**config.mk**
```make
export PLATFORM = sky130hd
export DESIGN_NAME = lorup_line_walker
export DESIGN_NICKNAME = d
export VERILOG_FILES = /design/src/design/lorup_pkg.sv /design/src/design/lorup_line_walker.sv
export SDC_FILE = /design/constraint.sdc
export NUM_CORES = 1
export LEC_CHECK = 0
export BUFFER_PORTS_ARGS = -buffer_cell sky130_fd_sc_hd__buf_2
export CORE_ASPECT_RATIO = 1.4
export CORE_MARGIN = 5
export CORE_UTILIZATION = 55
export DETAILED_ROUTE_END_ITERATION = 6
export GPL_TIMING_DRIVEN = 0
export PLACE_DENSITY = 0.78
export SYNTH_ARGS = -nofsm -noshare
export SYNTH_HDL_FRONTEND = slang
export SYNTH_SLANG_ARGS = --single-unit
```
**constraint.sdc**
```tcl
create_clock -name clk -period 5.5 [get_ports clk]
set_input_delay 0.55 -clock clk [delete_from_list [all_inputs] [get_ports clk]]
set_output_delay 0.55 -clock clk [all_outputs]
set_load 0.005 [all_outputs]
```
**src/design/lorup_pkg.sv**
```systemverilog
// Shared types, sizes and helper functions for the log-odds ray update unit.
// Used by lorup_line_walker and log_odds_ray_update_unit; depends on nothing.
package lorup_pkg;

  localparam int MAX_WIDTH  = 256;
  localparam int MAX_HEIGHT = 256;
  localparam int VALUE_BITS = 16;

  localparam int CELL_COUNT = MAX_WIDTH * MAX_HEIGHT;
  localparam int ADDR_W     = $clog2(CELL_COUNT);
  localparam int COORD_W    = 11;
  localparam int DIFF_W     = COORD_W + 1;
  localparam int ERR_W      = COORD_W + 3;
  localparam int SIZE_W     = $clog2(((MAX_WIDTH > MAX_HEIGHT) ? MAX_WIDTH : MAX_HEIGHT) + 1);
  localparam int LIM_W      = ((SIZE_W > 9) ? SIZE_W : 9) + 1;
  localparam int SUM_W      = ((VALUE_BITS > 16) ? VALUE_BITS : 16) + 2;
  localparam int OUT_W      = 16;
  localparam int CFG_IDX_W  = 3;
  localparam int CFG_DATA_W = 16;

  localparam logic signed [SUM_W-1:0] WORD_MAX =
    SUM_W'((64'sd1 <<< (VALUE_BITS - 1)) - 64'sd1);
  localparam logic signed [SUM_W-1:0] WORD_MIN = ~WORD_MAX;
  localparam logic signed [SUM_W-1:0] OUT_MAX  = SUM_W'(32767);
  localparam logic signed [SUM_W-1:0] OUT_MIN  = ~OUT_MAX;

  typedef enum logic {
    OP_INSERT = 1'b0,
    OP_READ   = 1'b1
  } op_t;

  typedef enum logic [CFG_IDX_W-1:0] {
    REG_GRID_WIDTH  = 3'd0,
    REG_GRID_HEIGHT = 3'd1,
    REG_HIT_STEP    = 3'd2,
    REG_FREE_STEP   = 3'd3,
    REG_UPPER_LIMIT = 3'd4,
    REG_LOWER_LIMIT = 3'd5
  } cfg_reg_t;

  typedef enum logic [2:0] {
    ST_CLEAR,
    ST_IDLE,
    ST_RAY,
    ST_DRAIN,
    ST_READ,
    ST_RESP
  } state_t;

  typedef struct packed {
    logic                      valid;
    logic                      hit;
    logic signed [COORD_W-1:0] x;
    logic signed [COORD_W-1:0] y;
  } cell_t;

  function automatic logic cell_inside(input logic signed [COORD_W-1:0] x,
                                       input logic signed [COORD_W-1:0] y,
                                       input logic [8:0] gw,
                                       input logic [8:0] gh);
    logic [LIM_W-1:0]        w_eff;
    logic [LIM_W-1:0]        h_eff;
    logic signed [LIM_W+COORD_W-1:0] xs;
    logic signed [LIM_W+COORD_W-1:0] ys;
    w_eff = (LIM_W'(gw) > LIM_W'(MAX_WIDTH)) ? LIM_W'(MAX_WIDTH) : LIM_W'(gw);
    h_eff = (LIM_W'(gh) > LIM_W'(MAX_HEIGHT)) ? LIM_W'(MAX_HEIGHT) : LIM_W'(gh);
    xs = (LIM_W+COORD_W)'(x);
    ys = (LIM_W+COORD_W)'(y);
    return !x[COORD_W-1] && !y[COORD_W-1] &&
           (xs < $signed({{COORD_W{1'b0}}, w_eff})) &&
           (ys < $signed({{COORD_W{1'b0}}, h_eff}));
  endfunction

  function automatic logic [ADDR_W-1:0] cell_addr(input logic signed [COORD_W-1:0] x,
                                                  input logic signed [COORD_W-1:0] y);
    logic [ADDR_W-1:0] xa;
    logic [ADDR_W-1:0] ya;
    xa = ADDR_W'(unsigned'(x));
    ya = ADDR_W'(unsigned'(y));
    return ADDR_W'(ya * ADDR_W'(MAX_WIDTH)) + xa;
  endfunction

  function automatic logic signed [SUM_W-1:0] word_sat(input logic signed [SUM_W-1:0] v);
    if (v > WORD_MAX) begin
      return WORD_MAX;
    end else if (v < WORD_MIN) begin
      return WORD_MIN;
    end
    return v;
  endfunction

endpackage

```
**src/design/lorup_line_walker.sv**
```systemverilog
// Bresenham line stepper: emits one cell per cycle from start to end, end cell last.
// Depends on lorup_pkg for coordinate widths and the cell_t struct.
module lorup_line_walker (
  input  logic                               clk,
  input  logic                               rst_n,
  input  logic                               load,
  input  logic signed [lorup_pkg::COORD_W-1:0] sx,
  input  logic signed [lorup_pkg::COORD_W-1:0] sy,
  input  logic signed [lorup_pkg::COORD_W-1:0] ex,
  input  logic signed [lorup_pkg::COORD_W-1:0] ey,
  output lorup_pkg::cell_t                    walk_cell
);

  logic                                      active_r, active_nxt;
  logic signed [lorup_pkg::COORD_W-1:0]      x_r, x_nxt, y_r, y_nxt;
  logic signed [lorup_pkg::COORD_W-1:0]      tx_r, ty_r;
  logic signed [lorup_pkg::ERR_W-1:0]        dx_r, dx_nxt, dy_r, dy_nxt;
  logic signed [lorup_pkg::ERR_W-1:0]        err_r, err_nxt;
  logic                                      stx_r, stx_nxt, sty_r, sty_nxt;
  logic signed [lorup_pkg::DIFF_W-1:0]       ddx, ddy;
  logic signed [lorup_pkg::ERR_W-1:0]        e2;
  logic                                      at_end;

  assign at_end = (x_r == tx_r) && (y_r == ty_r);
  assign e2     = err_r <<< 1;
  assign ddx    = lorup_pkg::DIFF_W'(ex) - lorup_pkg::DIFF_W'(sx);
  assign ddy    = lorup_pkg::DIFF_W'(ey) - lorup_pkg::DIFF_W'(sy);

  always_comb begin
    active_nxt = active_r;
    x_nxt      = x_r;
    y_nxt      = y_r;
    dx_nxt     = dx_r;
    dy_nxt     = dy_r;
    stx_nxt    = stx_r;
    sty_nxt    = sty_r;
    err_nxt    = err_r;
    if (load) begin
      active_nxt = 1'b1;
      x_nxt      = sx;
      y_nxt      = sy;
      dx_nxt     = ddx[lorup_pkg::DIFF_W-1] ? -lorup_pkg::ERR_W'(ddx) : lorup_pkg::ERR_W'(ddx);
      dy_nxt     = ddy[lorup_pkg::DIFF_W-1] ? -lorup_pkg::ERR_W'(ddy) : lorup_pkg::ERR_W'(ddy);
      stx_nxt    = (sx < ex);
      sty_nxt    = (sy < ey);
      err_nxt    = dx_nxt - dy_nxt;
    end else if (active_r) begin
      if (at_end) begin
        active_nxt = 1'b0;
      end else begin
        if (e2 > -dy_r) begin
          x_nxt = stx_r ? x_r + 1'b1 : x_r - 1'b1;
        end
        if (e2 < dx_r) begin
          y_nxt = sty_r ? y_r + 1'b1 : y_r - 1'b1;
        end
        err_nxt = err_r - ((e2 > -dy_r) ? dy_r : '0) + ((e2 < dx_r) ? dx_r : '0);
      end
    end
  end

  always_ff @(posedge clk) begin
    if (!rst_n) begin
      active_r <= 1'b0;
    end else begin
      active_r <= active_nxt;
    end
  end

  always_ff @(posedge clk) begin
    x_r   <= x_nxt;
    y_r   <= y_nxt;
    dx_r  <= dx_nxt;
    dy_r  <= dy_nxt;
    stx_r <= stx_nxt;
    sty_r <= sty_nxt;
    err_r <= err_nxt;
    if (load) begin
      tx_r <= ex;
      ty_r <= ey;
    end
  end

  assign walk_cell.valid = active_r;
  assign walk_cell.hit   = at_end;
  assign walk_cell.x     = x_r;
  assign walk_cell.y     = y_r;

endmodule

```
Word-level counts from Yosys, hierarchy flattened
Index checks and enable logic that the tools add are counted.

Equality and inequality tests: 3. $mul: 0. Reductions and logical operators: 7. Add/sub/neg operators: 12. Multiplexer cells: 20. Shifts and indexed selects: 0. Magnitude comparators: 4. Bitwise logic cells: 0. Div/mod/pow operators: 0.

Operators by type and width (number): $mux W11 (10); $mux W14 (7); $neg A12 Y14 (2); $sub A14 B14 Y14 (2); $sub A11 B11 Y12 (2); $add A11 B1 Y11 const B (2); $eq A11 B11 Y1 (2); $lt A11 B11 Y1 (2); $sub A11 B1 Y11 const B (2); $add A14 B14 Y14 (1); $gt A14 B14 Y1 (1); $lt A14 B14 Y1 (1); $neg A14 Y14 (1); $reduce_and A3 Y1 (2); $reduce_bool A2 Y1 (3); $mux W1 (3); $ne A2 B2 Y1 const B (1); $reduce_and A2 Y1 (1); $logic_and A1 B1 Y1 (1).

Bits in writable memories: 0. Memories kept: 0. Bits of input ports: 47. Bits in latches: 0. Bits in read-only memories: 0. Output and inout bits: 24. Bits in registers: 89.

Longest topological paths before layout
Gate-level depths: netlist (run 1).

Depth after elaboration: 8. Mapped depth: 25.

Worst setup path after synthesis (run 1)
OpenSTA, ideal clock, no wires.

Kind: flip-flop to flip-flop. From: register dy_r[7] (netlist bit). To: register err_r[12] (netlist bit) (data pin). Setup slack: 0.414 ns. Data arrival time: 4.906 ns. Stages on the path, launching flop included: 23. Data required time: 5.320 ns. Setup time: 0.180 ns. Clock period less this slack: 5.086 ns. Path through: edfxtp_1 or3_1 nor4_1 nand3_1 xnor2_1 ha_1 and2_1 nand4_1 a211oi_1 o41ai_1 a31oi_1 and2_1 fa_1 inv_1 ha_1 nor2b_1 o21a_1 o21ai_1 a21oi_1 o41ai_1 o21ai_0 a211o_1 o311ai_1.

Longest elaborated chain between the ends: 8.

Ends and longest elaborated chain: start, declared (RTL line lorup_line_walker.sv:17) `logic signed [lorup_pkg::ERR_W-1:0] dx_r, dx_nxt, dy_r, dy_nxt;`; start signal, assigned (RTL line lorup_line_walker.sv:74) `dy_r <= dy_nxt;`; $neg A14 Y14 (RTL line lorup_line_walker.sv:57) `err_nxt = err_r - ((e2 > -dy_r) ? dy_r : '0) + ((e2 < dx_r) ? dx_r : '0);`; $gt A14 B14 Y1 (RTL line lorup_line_walker.sv:57); $mux W14 * (RTL line lorup_line_walker.sv:57); $sub A14 B14 Y14 * (RTL line lorup_line_walker.sv:57); $add A14 B14 Y14 * (RTL line lorup_line_walker.sv:57); $mux W14 * (RTL line lorup_line_walker.sv:48) `if (at_end) begin`; $mux W14 * (RTL line lorup_line_walker.sv:47) `end else if (active_r) begin`; $mux W14 * (RTL line lorup_line_walker.sv:38) `if (load) begin`; via err_nxt, one bit (RTL line lorup_line_walker.sv:18) `logic signed [lorup_pkg::ERR_W-1:0] err_r, err_nxt;`; end signal, assigned (RTL line lorup_line_walker.sv:77) `err_r <= err_nxt;`; end, declared (RTL line lorup_line_walker.sv:18).

Mark *: on every way through the listed nets, which the timed path passes. The rest lies on a longest branch. The select of a mux whose other input is x is not followed. A chain may end at the register's enable or synchronous reset.

Worst setup path after layout (run 1)
From: register dy_r[3] (netlist bit). To: register err_r[12] (netlist bit) (data pin).

The elaborated chain is that of the path after synthesis.

==> flow_metrics.env, run 1 <==
export IMPL_outcome="complete, no violations"
export IMPL_crit_path_start="dy_r[3]"
export IMPL_share_clk_of_total_power_pct=11.5
export IMPL_route_final_wire_length_um=19200
export IMPL_boundaryPins=71
export IMPL_clk_root_buffer_cell="sky130_fd_sc_hd__clkbuf_16"
export IMPL_ys_ff_latch=88
export IMPL_die_x_um=112
export IMPL_fillCellCount=1191
export IMPL_yosys_warnings=0
export IMPL_vdd_ir_drop_max_v=0.000289
export IMPL_drc_violation_count_after_routing=0
export IMPL_r2r_cells=23
export IMPL_timing_critical_path_arrival_ps=5460
export IMPL_synth_cells=833
export IMPL_tightestPinTransition_ps=1380
export IMPL_clock_tree_buffer_depth=2
export IMPL_syn_mean_instance_area_um2=9.53
export IMPL_setup_skew_after_layout_ps=6.61
export IMPL_worst_ep_required_time_ps=5650
export IMPL_max_cap_viol_count=0
export IMPL_drt_pre_antenna_iters=4
export IMPL_synth_edf_count=87
export IMPL_global_route_overflow_total=0
export IMPL_ys_flop_type="sky130_fd_sc_hd__edfxtp_1"
export IMPL_cpLargestDelayFamily="compound AO/OA/AOI/OAI gates"
export IMPL_postRouteAntennaNets=0
export IMPL_crit_slowest_cell="sky130_fd_sc_hd__fa_1"
export IMPL_antenna_found_initial=0
export IMPL_first_pass_grt_wire_length_um=30700
export IMPL_critical_path_start_end_classification="flip-flop to flip-flop"
export IMPL_final_min_period_over_clock_period_pct=96.4
export IMPL_setup_violations=0
export IMPL_reg2reg_from="dy_r[3]"
export IMPL_yosys_area_top_type="sky130_fd_sc_hd__edfxtp_1"
export IMPL_powerDensity_mw_per_mm2=619
export IMPL_pre_cts_slack_ps=-721
export IMPL_placement_rows=52
export IMPL_floorplan_initialDensity_pct=55.5
export IMPL_switching_share_pct=43.4
export IMPL_min_delay_path_class="input port to flip-flop"
export IMPL_post_synth_main_area_contributors="sky130_fd_sc_hd__edfxtp_1 (33%), sky130_fd_sc_hd__ha_1 (15%), sky130_fd_sc_hd__xnor2_1 (7.2%), sky130_fd_sc_hd__inv_1 (5.0%), sky130_fd_sc_hd__xor2_1 (5.0%)"
export IMPL_grt_busiest_layer="met2"
export IMPL_drive_above_1_share_pct=16.3
export IMPL_synth_top_area_share_pct=32.9
export IMPL_first_iter_violations=294
export IMPL_cts_clk_slew_worst_paths_ps=60
export IMPL_number_of_antenna_diodes=0
export IMPL_routedWlPerCell_um=17.0
export IMPL_num_nets_final=1094
export IMPL_layout_area_seq_mm2=0.00263
export IMPL_gr_usage_met1_pct=24.9
export IMPL_via_count=6327
export IMPL_crit_buf_inv=2
export IMPL_clock_latency_ps=350
export IMPL_first_global_vias=6402
export IMPL_cpPeakStageDelay_ps=490
export IMPL_area_growth_syn_to_layout_pct=15.3
export IMPL_internal_power_uw=3210
export IMPL_dp_hpwl_um=15300
export IMPL_timing_max_slew_rel_slack_pct=8.32
export IMPL_fmax_mhz=189
export IMPL_worstHoldStart="ex[0]"
export IMPL_timing_critical_path_to="err_r[12]"
export IMPL_area_of_the_placeable_core_mm2=0.0143
export IMPL_h_tree_depth=3
export IMPL_critical_path_max_fanout=4
export IMPL_utilization_pct=64.0
export IMPL_groute_usage_overall_pct=22.3
export IMPL_die_height_um=152
export IMPL_timing_critical_path_mode_cell="sky130_fd_sc_hd__o21ai_2"
export IMPL_cts_inserted_buffers=9
export IMPL_critical_path_depth=23
export IMPL_maximum_number_of_pins_on_one_net_before_global_route_repair=59
export IMPL_vias_per_cell=5.60
export IMPL_timing_critical_path_to_type="flip-flop"
export IMPL_final_min_clock_period_ps=5300
export IMPL_yosys_cell_types_count=69
export IMPL_total_standard_cell_area_after_synthesis_mm2=0.00794
export IMPL_tritoncts_num_sinks=88
export IMPL_post_synthesis_async_set_or_reset_flop_share_pct=0
export IMPL_cts_tree="yes"
export IMPL_gpl_wtd_cong=0.864
export IMPL_yosysSeqAreaShare_pct=33.2
export IMPL_multi_input_gate_area_mm2=0.00502
export IMPL_fin_ws_ps=196
export IMPL_grt_met3_usage_pct=2.11
export IMPL_placement_io_buffers=70
export IMPL_floorplan_die_area_mm2=0.0170
export IMPL_reg2reg_setup_slack_ps=200
export IMPL_crit_chain="nor4_4 -> buf_4 -> nand2_2 -> nor3_2 -> xor2_1 -> ha_1 -> and4_1 -> nand4_1 -> a211oi_2 -> o41ai_2 -> a31oi_2 -> and2_4 -> fa_1 -> inv_1 -> ha_4 -> nor2b_1 -> o21a_1 -> o21ai_2 -> a21oi_2 -> o41ai_4 -> o21ai_2 -> a211o_1 -> o311ai_1"
export IMPL_pwr_share_comb_pct=66.8
export IMPL_power_sequential_fraction_pct=21.7
export IMPL_power_leakage_uw=0.00405
export IMPL_net_switching_power_uw=2460
export IMPL_hold_viol=0
export IMPL_critical_path_startpoint_type="flip-flop"
export IMPL_gr_layer_usage_met2_pct=42.4
export IMPL_rr_endpoint="err_r[12]"
export IMPL_pins_over_slew_limit=0
==> power groups by stage <==
stage          registers (µW)  clock network (µW)  logic, µW
2_1_floorplan            1180                   0       2630
3_3_place_gp             1240                   0       3250
3_5_place_dp             1240                   0       3340
4_1_cts                  1230                 655       3460
5_1_grt                  1250                 682       4260
6_report                 1230                 652       3790
==> flip-flops by register name, indices dropped and copies added, names as in the netlist <==
name      flops
y_r          11
stx_r         1
active_r      1
x_r          11
tx_r         11
dy_r         14
dx_r         14
ty_r         11
err_r        13
sty_r         1
==> cell families after synthesis <==
family	count (synthesis)	share of synthesized area, %
compound gates	201	16.5
simple gates	194	12.2
buf+inv	121	5.88
fa+ha+maj	112	19.3
xor+xnor	110	12.1
flops	88	33.2
mux	6	0.819
other cells	1	0.0472
==> worst min-delay path by stage <==
| stage | to | slack, ps | cells past startpoint |
|---|---|---|---|
| final | tx_r[0] | 390 | 1 |
| after global routing | tx_r[0] | 390 | 1 |
| after CTS | tx_r[0] | 390 | 1 |
| after detailed placement | y_r[0] | 730 | 1 |
| after floorplan | tx_r[0] | 650 | 0 |
| after global placement | y_r[0] | 730 | 1 |
==> area by class of cell <==
cell class | instances | area share (%)
clock buffer | 10 | 2.50
multi-input combinational | 627 | 54.8
timing repair buffer | 88 | 5.30
inverter | 105 | 4.30
tap | 189 | 2.58
buffer | 16 | 0.874
clock inverter | 6 | 0.915
sequential | 88 | 28.7
==> cell usage in the layout, fill, tap and decap left out, types with 8 or more instances in the layout <==
cell type and n:
sky130_fd_sc_hd__a21o_1 22, sky130_fd_sc_hd__a21oi_1 49, sky130_fd_sc_hd__and2_1 14, sky130_fd_sc_hd__buf_2 71
sky130_fd_sc_hd__buf_4 21, sky130_fd_sc_hd__clkbuf_1 11, sky130_fd_sc_hd__clkbuf_16 9, sky130_fd_sc_hd__edfxtp_1 87
sky130_fd_sc_hd__fa_1 17, sky130_fd_sc_hd__ha_1 91, sky130_fd_sc_hd__inv_1 105, sky130_fd_sc_hd__nand2_1 58
sky130_fd_sc_hd__nand2b_1 8, sky130_fd_sc_hd__nand3_1 14, sky130_fd_sc_hd__nand4_1 13, sky130_fd_sc_hd__nor2_1 35
sky130_fd_sc_hd__nor2b_1 8, sky130_fd_sc_hd__nor3_1 9, sky130_fd_sc_hd__o21a_1 12, sky130_fd_sc_hd__o21ai_0 52
sky130_fd_sc_hd__xnor2_1 65, sky130_fd_sc_hd__xor2_1 45
==> per-stage QoR <==
step	hold slack (ps)	instances	setup TNS, ps	instance area [µm²]	total power, µW
finish	392	1129	0	9160	5670
global placement	730	1095	-2890	8540	4490
global route	391	1129	-50.4	9160	6200
CTS	389	1112	0	8930	5350
floorplan	649	836	0	7950	3810
detailed placement	732	1095	-3040	8540	4580
==> per-layer routing <==
metal  vias up  share of wire (%)
met3        39                3.2
li1       3150                  -
met5         -                  0
met4         0                3.5
met1      2990                 38
met2       148                 55
==> synthesized netlist by cell type, types with 6 or more instances <==
library cell / n
sky130_fd_sc_hd__nor2b_1: 8
sky130_fd_sc_hd__o21ai_0: 54
sky130_fd_sc_hd__nor3_1: 11
sky130_fd_sc_hd__inv_1: 105
sky130_fd_sc_hd__a21o_1: 22
sky130_fd_sc_hd__edfxtp_1: 87
sky130_fd_sc_hd__o21bai_1: 6
sky130_fd_sc_hd__nand3_1: 14
sky130_fd_sc_hd__nand2b_1: 8
sky130_fd_sc_hd__nand4_1: 13
sky130_fd_sc_hd__nand2_1: 60
sky130_fd_sc_hd__fa_1: 17
sky130_fd_sc_hd__nor2_1: 36
sky130_fd_sc_hd__nor4_1: 8
sky130_fd_sc_hd__clkbuf_1: 11
sky130_fd_sc_hd__o21a_1: 12
sky130_fd_sc_hd__and2_1: 15
sky130_fd_sc_hd__ha_1: 95
sky130_fd_sc_hd__xnor2_1: 65
sky130_fd_sc_hd__xor2_1: 45
sky130_fd_sc_hd__a31oi_1: 7
sky130_fd_sc_hd__a21oi_1: 52
==> timing repair <==
item	CTS	global route
endpoints found under the setup margin	8	6
gates cloned	0	0
hold buffers	0	0
pin swaps	1	15
setup buffers	1	17
resized for setup	13	23
No activity file was read; power rests on OpenSTA's default activity.
==> inputs of run 2 (changes only) <==
--- a/config.mk
+++ b/config.mk
@@ -5,13 +5,14 @@
 export SDC_FILE = /design/constraint.sdc
 export NUM_CORES = 1
 export LEC_CHECK = 0
+export ABC_AREA = 1
 export BUFFER_PORTS_ARGS = -buffer_cell sky130_fd_sc_hd__buf_2
-export CORE_ASPECT_RATIO = 1.4
 export CORE_MARGIN = 5
 export CORE_UTILIZATION = 55
+export CTS_CLUSTER_SIZE = 24
 export DETAILED_ROUTE_END_ITERATION = 6
 export GPL_TIMING_DRIVEN = 0
-export PLACE_DENSITY = 0.78
+export PLACE_DENSITY = 0.77
 export SYNTH_ARGS = -nofsm -noshare
 export SYNTH_HDL_FRONTEND = slang
 export SYNTH_SLANG_ARGS = --single-unit
==> flow_metrics.env, run 2 <==
export IMPL_outcome="complete, no violations"
export IMPL_tritoncts_num_sinks=88
export IMPL_first_global_vias=6706
export IMPL_via_count=7131
export IMPL_setup_violations=0
export IMPL_yosys_cell_types_count=49
export IMPL_timing_critical_path_to_type="flip-flop"
export IMPL_synth_top_area_share_pct=32.1
export IMPL_clk_root_buffer_cell="sky130_fd_sc_hd__clkbuf_16"
export IMPL_fmax_mhz=191
export IMPL_clock_tree_buffer_depth=2
export IMPL_num_nets_final=1284
export IMPL_most_common_layout_cells="sky130_fd_sc_hd__nand2_1 (204), sky130_fd_sc_hd__inv_1 (177), sky130_fd_sc_hd__ha_1 (92), sky130_fd_sc_hd__edfxtp_1 (87)"
export IMPL_reg_top3="dx_r: 14 flops, dy_r: 14 flops, err_r: 13 flops"
export IMPL_min_delay_path_class="input port to flip-flop"
export IMPL_setup_skew_after_layout_ps=7.40
export IMPL_adder_cell_area_share_of_the_yosys_netlist_pct=18.8
export IMPL_final_min_clock_period_ps=5240
export IMPL_worst_hold_path_endpoint="ty_r[3]"
export IMPL_reg2reg_from="dy_r[1]"
export IMPL_crit_slowest_cell="sky130_fd_sc_hd__fa_1"
export IMPL_die_height_um=132
export IMPL_synth_cells_most_frequent="sky130_fd_sc_hd__nand2_1 (213), sky130_fd_sc_hd__inv_1 (182), sky130_fd_sc_hd__ha_1 (95)"
export IMPL_fillCellCount=1260
export IMPL_yosysSeqAreaShare_pct=32.4
export IMPL_yosys_warnings=0
export IMPL_post_synthesis_async_set_or_reset_flop_share_pct=0
export IMPL_worstHoldStart="ey[3]"
export IMPL_powerDensity_mw_per_mm2=630
export IMPL_layout_commonest_cell="sky130_fd_sc_hd__nand2_1"
export IMPL_floorplan_initialDensity_pct=55.9
export IMPL_hold_viol=0
export IMPL_gpl_wtd_cong=0.926
export IMPL_crit_buf_inv=7
export IMPL_max_cap_viol_count=0
export IMPL_number_of_antenna_diodes=0
export IMPL_post_route_cell_area_mm2=0.00931
export IMPL_groute_usage_overall_pct=22.5
export IMPL_route_final_wire_length_um=20300
export IMPL_drt_pre_antenna_iters=5
export IMPL_post_synthesis_share_of_cell_area_spent_on_and_or_nand_and_nor_gates_pct=20.4
export IMPL_critical_path_startpoint_type="flip-flop"
export IMPL_post_synth_main_area_contributors="sky130_fd_sc_hd__edfxtp_1 (32%), sky130_fd_sc_hd__ha_1 (15%), sky130_fd_sc_hd__nand2_1 (9.8%), sky130_fd_sc_hd__inv_1 (8.4%), sky130_fd_sc_hd__xor2_1 (5.2%)"
export IMPL_r2r_cells=33
export IMPL_first_iter_violations=362
export IMPL_power_leakage_uw=0.00466
export IMPL_rr_endpoint="err_r[10]"
export IMPL_timing_critical_path_arrival_ps=5330
export IMPL_vias_per_cell=5.43
export IMPL_placement_rows=44
export IMPL_synth_mux_area_share_pct=0.123
export IMPL_boundaryPins=71
export IMPL_critical_path_depth=33
export IMPL_syn_mean_instance_area_um2=7.97
export IMPL_cts_inserted_buffers=9
export IMPL_cts_tree="yes"
export IMPL_dp_hpwl_um=15700
export IMPL_cts_hold_buffers_added=0
export IMPL_timing_critical_path_mode_cell="sky130_fd_sc_hd__nand2_1"
export IMPL_h_tree_depth=3
export IMPL_cpLargestDelayFamily="simple AND/OR/NAND/NOR gates"
export IMPL_final_min_period_over_clock_period_pct=95.2
export IMPL_synthMostInstantiatedCell="sky130_fd_sc_hd__nand2_1"
export IMPL_clock_latency_ps=350
export IMPL_overall_power_consumption_uw=5870
export IMPL_synth_compound_area_share_pct=11.2
export IMPL_area_of_the_placeable_core_mm2=0.0145
export IMPL_critical_path_max_fanout=9
export IMPL_ys_flop_type="sky130_fd_sc_hd__edfxtp_1"
export IMPL_yosys_area_top_type="sky130_fd_sc_hd__edfxtp_1"
export IMPL_antenna_found_initial=0
export IMPL_routedWlPerCell_um=15.5
export IMPL_layout_area_seq_mm2=0.00263
export IMPL_ys_ff_latch=88
export IMPL_worst_hold_path_num_cells=1
export IMPL_cts_clk_slew_worst_paths_ps=60
export IMPL_postRouteAntennaNets=0
export IMPL_floorplan_die_area_mm2=0.0173
export IMPL_yosys_area_share_xor_xnor_pct=7.74
export IMPL_multi_input_gate_area_mm2=0.00489
export IMPL_drive_above_1_share_pct=14.7
export IMPL_maximum_number_of_pins_on_one_net_before_global_route_repair=54
export IMPL_die_x_um=132
export IMPL_global_route_overflow_total=0
export IMPL_total_standard_cell_area_after_synthesis_mm2=0.00813
export IMPL_placement_io_buffers=70
export IMPL_synth_cells=1020
export IMPL_postPlaceCellArea_mm2=0.00872
export IMPL_vdd_ir_drop_max_v=0.000285
export IMPL_timing_max_slew_rel_slack_pct=13.8
export IMPL_tightestPinTransition_ps=1290
export IMPL_reg2reg_setup_slack_ps=260
export IMPL_area_growth_syn_to_layout_pct=14.5
export IMPL_cpPeakStageDelay_ps=510
export IMPL_drc_violation_count_after_routing=0
export IMPL_synth_top_family_by_area="simple AND/OR/NAND/NOR gates"
export IMPL_critical_path_start_end_classification="flip-flop to flip-flop"
export IMPL_pins_over_slew_limit=0
export IMPL_synth_edf_count=87
export IMPL_first_pass_grt_wire_length_um=31800
export IMPL_worst_ep_required_time_ps=5600
## run 2: cell types whose count changed after synthesis, sizes merged, moves of 10 or more
cell   before  now
nand3      15   47
and2       15    0
xnor2      65   23
nand2      60  218
inv       105  186
a21o       22    7
a21oi      53   74
nor2       36   66
o21a       12    2
## run 2: how the worst max path moves through the flow
stage                  from         to  slack, ps
finish              dy_r[1]  err_r[10]        260
global route        dy_r[1]  err_r[10]        -50
CTS                 dy_r[1]  err_r[10]          2
detailed placement  dy_r[2]  err_r[10]       -760
global placement    dy_r[2]  err_r[10]       -720
floorplan           dy_r[2]  err_r[10]        360
## run 2: area by class of cell
type,instances,area share (%)
multi-input cells,737,52.6
clock buffers,12,2.54
clock inverters,4,0.484
inverters,186,7.52
flip-flops and latches,88,28.3
repair buffers,91,5.46
plain buffers,12,0.685
well taps,184,2.47
## run 2: report_power, final
part           total [µW]  switching, µW  internal (µW)  leakage [µW]
combinational        4030           2390           1640       0.00365
sequential           1240            195           1040      0.000865
clock                 607            257            351      0.000140
total                5870           2840           3030       0.00466
## run 2: kinds of logic (layout without fill, tap and decap cells)
group / after synthesis / in the layout
mux: 1 / 1
fa+ha+maj: 112 / 112
buf+inv: 198 / 305
xor+xnor: 71 / 71
compound gates: 164 / 164
other cells: 1 / 4
flops: 88 / 88
simple gates: 385 / 385
## run 2: what timing repair did
action / CTS / global route
endpoints found under the setup margin: 7 / 5
resized for setup: 21 / 24
buffers inserted: 7 / 14
cloned: 0 / 0
pin swaps: 10 / 23
## run 2: metal layers
layer  GRT usage, %  part of all wire, %
met1           29.6                   44
met2           37.8                   47
met3           2.98                  6.1
met4           8.29                  3.2
met5              0                    0
## run 2: metrics by stage
stage | hold slack [ps] | util [%] | cells | worst slack, ps | TNS, ps
5_1_grt | 392 | 64.1 | 1314 | -51.7 | -109
6_report | 395 | 64.1 | 1314 | 263 | 0
4_1_cts | 389 | 62.7 | 1300 | 1.96 | 0
2_1_floorplan | 514 | - | 1023 | 363 | 0
3_5_place_dp | 651 | 60.0 | 1277 | -764 | -2220
3_3_place_gp | 640 | 60.0 | 1277 | -725 | -1970
==> inputs of run 3 (changes only) <==
--- a/config.mk
+++ b/config.mk
@@ -5,14 +5,13 @@
 export SDC_FILE = /design/constraint.sdc
 export NUM_CORES = 1
 export LEC_CHECK = 0
-export ABC_AREA = 1
 export BUFFER_PORTS_ARGS = -buffer_cell sky130_fd_sc_hd__buf_2
 export CORE_MARGIN = 5
 export CORE_UTILIZATION = 55
 export CTS_CLUSTER_SIZE = 24
 export DETAILED_ROUTE_END_ITERATION = 6
 export GPL_TIMING_DRIVEN = 0
-export PLACE_DENSITY = 0.77
+export PLACE_DENSITY = 0.78
 export SYNTH_ARGS = -nofsm -noshare
 export SYNTH_HDL_FRONTEND = slang
 export SYNTH_SLANG_ARGS = --single-unit
==> flow_metrics.env, run 3 (synthesis results as in run 1) <==
export IMPL_outcome="complete, no violations"
export IMPL_tritoncts_num_sinks=88
export IMPL_floorplan_initialDensity_pct=55.3
export IMPL_max_cap_viol_count=0
export IMPL_num_nets_final=1084
export IMPL_timing_critical_path_arrival_ps=5460
export IMPL_placedCellCount=1090
export IMPL_groute_usage_overall_pct=22.9
export IMPL_die_x_um=130
export IMPL_hold_viol=0
export IMPL_drt_pre_antenna_iters=5
export IMPL_global_route_overflow_total=0
export IMPL_timing_critical_path_to_type="flip-flop"
export IMPL_timing_max_slew_rel_slack_pct=8.04
export IMPL_floorplan_die_area_mm2=0.0169
export IMPL_cts_tree="yes"
export IMPL_most_common_layout_cells="sky130_fd_sc_hd__inv_1 (105), sky130_fd_sc_hd__ha_1 (95), sky130_fd_sc_hd__edfxtp_1 (87), sky130_fd_sc_hd__buf_2 (71), sky130_fd_sc_hd__xnor2_1 (65)"
export IMPL_vdd_ir_drop_max_v=0.000281
export IMPL_multi_input_gate_area_mm2=0.00496
export IMPL_vias_per_cell=5.58
export IMPL_timing_setup_tns_ps=0
export IMPL_final_min_period_over_clock_period_pct=96.2
export IMPL_tightestPinTransition_ps=1380
export IMPL_cts_inserted_buffers=9
export IMPL_reg2reg_from="dy_r[2]"
export IMPL_maximum_number_of_pins_on_one_net_before_global_route_repair=59
export IMPL_fmax_mhz=189
export IMPL_h_tree_depth=3
export IMPL_unrepaired_setup_endpoints_after_global_routing="true"
export IMPL_via_count=6205
export IMPL_first_pass_grt_wire_length_um=30300
export IMPL_gpl_wtd_cong=0.903
export IMPL_die_height_um=130
export IMPL_antenna_found_initial=0
export IMPL_layout_commonest_cell="sky130_fd_sc_hd__inv_1"
export IMPL_cpPeakStageDelay_ps=520
export IMPL_pins_over_slew_limit=0
export IMPL_area_growth_syn_to_layout_pct=13.1
export IMPL_reg_top3="dx_r: 14 flops, dy_r: 14 flops, err_r: 13 flops"
export IMPL_worst_ep_required_time_ps=5670
export IMPL_first_iter_violations=363
export IMPL_area_of_the_placeable_core_mm2=0.0144
export IMPL_postPlaceCellArea_mm2=0.00853
export IMPL_setup_violations=0
export IMPL_final_min_clock_period_ps=5290
export IMPL_setup_skew_after_layout_ps=6.99
export IMPL_cts_clk_slew_worst_paths_ps=60
export IMPL_crit_chain="nor4_4 -> nand2_2 -> nor2_1 -> nand2_1 -> xnor2_1 -> ha_1 -> and2_1 -> nand4_1 -> a211oi_2 -> o41ai_2 -> a31oi_2 -> buf_4 -> and2_1 -> fa_1 -> inv_1 -> ha_1 -> o21a_1 -> o21ai_2 -> a21oi_2 -> o41ai_2 -> o21ai_1 -> a211o_1 -> o311ai_1"
export IMPL_critical_path_startpoint_type="flip-flop"
export IMPL_layout_area_seq_mm2=0.00263
export IMPL_critical_path_max_fanout=10
export IMPL_clock_tree_buffer_depth=2
export IMPL_crit_path_start="dy_r[2]"
export IMPL_number_of_antenna_diodes=0
export IMPL_drive_above_1_share_pct=14.9
export IMPL_placement_rows=44
export IMPL_boundaryPins=71
export IMPL_placement_io_buffers=70
export IMPL_worstHoldStart="ex[4]"
export IMPL_dp_hpwl_um=14700
export IMPL_postRouteAntennaNets=0
export IMPL_clock_latency_ps=350
export IMPL_number_of_non_filler_instances_in_the_completed_layout=1112
export IMPL_routedWlPerCell_um=16.7
export IMPL_drc_violation_count_after_routing=0
export IMPL_post_route_cell_area_mm2=0.00898
export IMPL_critical_path_start_end_classification="flip-flop to flip-flop"
export IMPL_power_leakage_uw=0.00398
export IMPL_crit_slowest_cell="sky130_fd_sc_hd__fa_1"
export IMPL_first_global_vias=6221
export IMPL_powerDensity_mw_per_mm2=601
export IMPL_fillCellCount=1211
export IMPL_route_final_wire_length_um=18600
export IMPL_clk_root_buffer_cell="sky130_fd_sc_hd__clkbuf_16"
export IMPL_min_delay_path_class="input port to flip-flop"
## run 3: what timing repair did
action / in CTS / in global routing
setup buffers: 2 / 6
endpoints found under the setup margin: 7 / 6
pin swaps: 3 / 3
hold buffers: 0 / 0
gates resized for setup: 13 / 13
## run 3: final timing paths
path,endpoint,slack (ps),cells past startpoint
worst max-delay path,err_r[12],210,23
worst min-delay path,tx_r[4],400,1
worst max register to register,err_r[12],210,23
worst min register to register,y_r[0],750,1
## run 3: critical path: cells and delay by family (launching register included)
family	cells	cell delay, ps
AOI/OAI and AO/OA	10	1830
xor gates and xnor gates	1	140
adders and majority gates	3	1160
buffers and inverters	2	240
DFF	1	500
and+or+nand+nor	7	1240
## run 3: routing by layer
| layer | GRT usage, % | vias up | wire (µm) |
|---|---|---|---|
| met1 | 29.5 | 2873 | 8110 |
| met2 | 39.1 | 180 | 8900 |
| li1 | - | 3123 | - |
| met5 | 0 | - | 0 |
| met3 | 4.83 | 29 | 1120 |
| met4 | 6.72 | 0 | 441 |
## run 3: cell type report
cell class	instances	area share [%]
repair buffers	78	4.57
flip-flops and latches	88	29.3
well taps	184	2.56
clock buffers	9	2.51
clock inverters	5	0.557
multi-input cells	627	55.2
plain buffers	16	0.850
inverters	105	4.39
## run 3: power breakdown
| group | switching [µW] | leakage, µW | internal (µW) |
|---|---|---|---|
| logic | 1920 | 0.00298 | 1630 |
| registers | 199 | 0.000864 | 1040 |
| clock network | 255 | 0.000141 | 344 |
| total | 2370 | 0.00398 | 3020 |
## run 3: through the flow
stage | total power, µW | utilization (%) | hold slack [ps] | setup slack, ps
2_1_floorplan | 3810 | - | 649 | 414
3_3_place_gp | 4470 | 59.4 | 731 | -494
3_5_place_dp | 4550 | 59.4 | 741 | -683
4_1_cts | 5270 | 61.9 | 392 | 12.7
5_1_grt | 5910 | 62.5 | 396 | -94.4
6_report | 5390 | 62.5 | 396 | 209
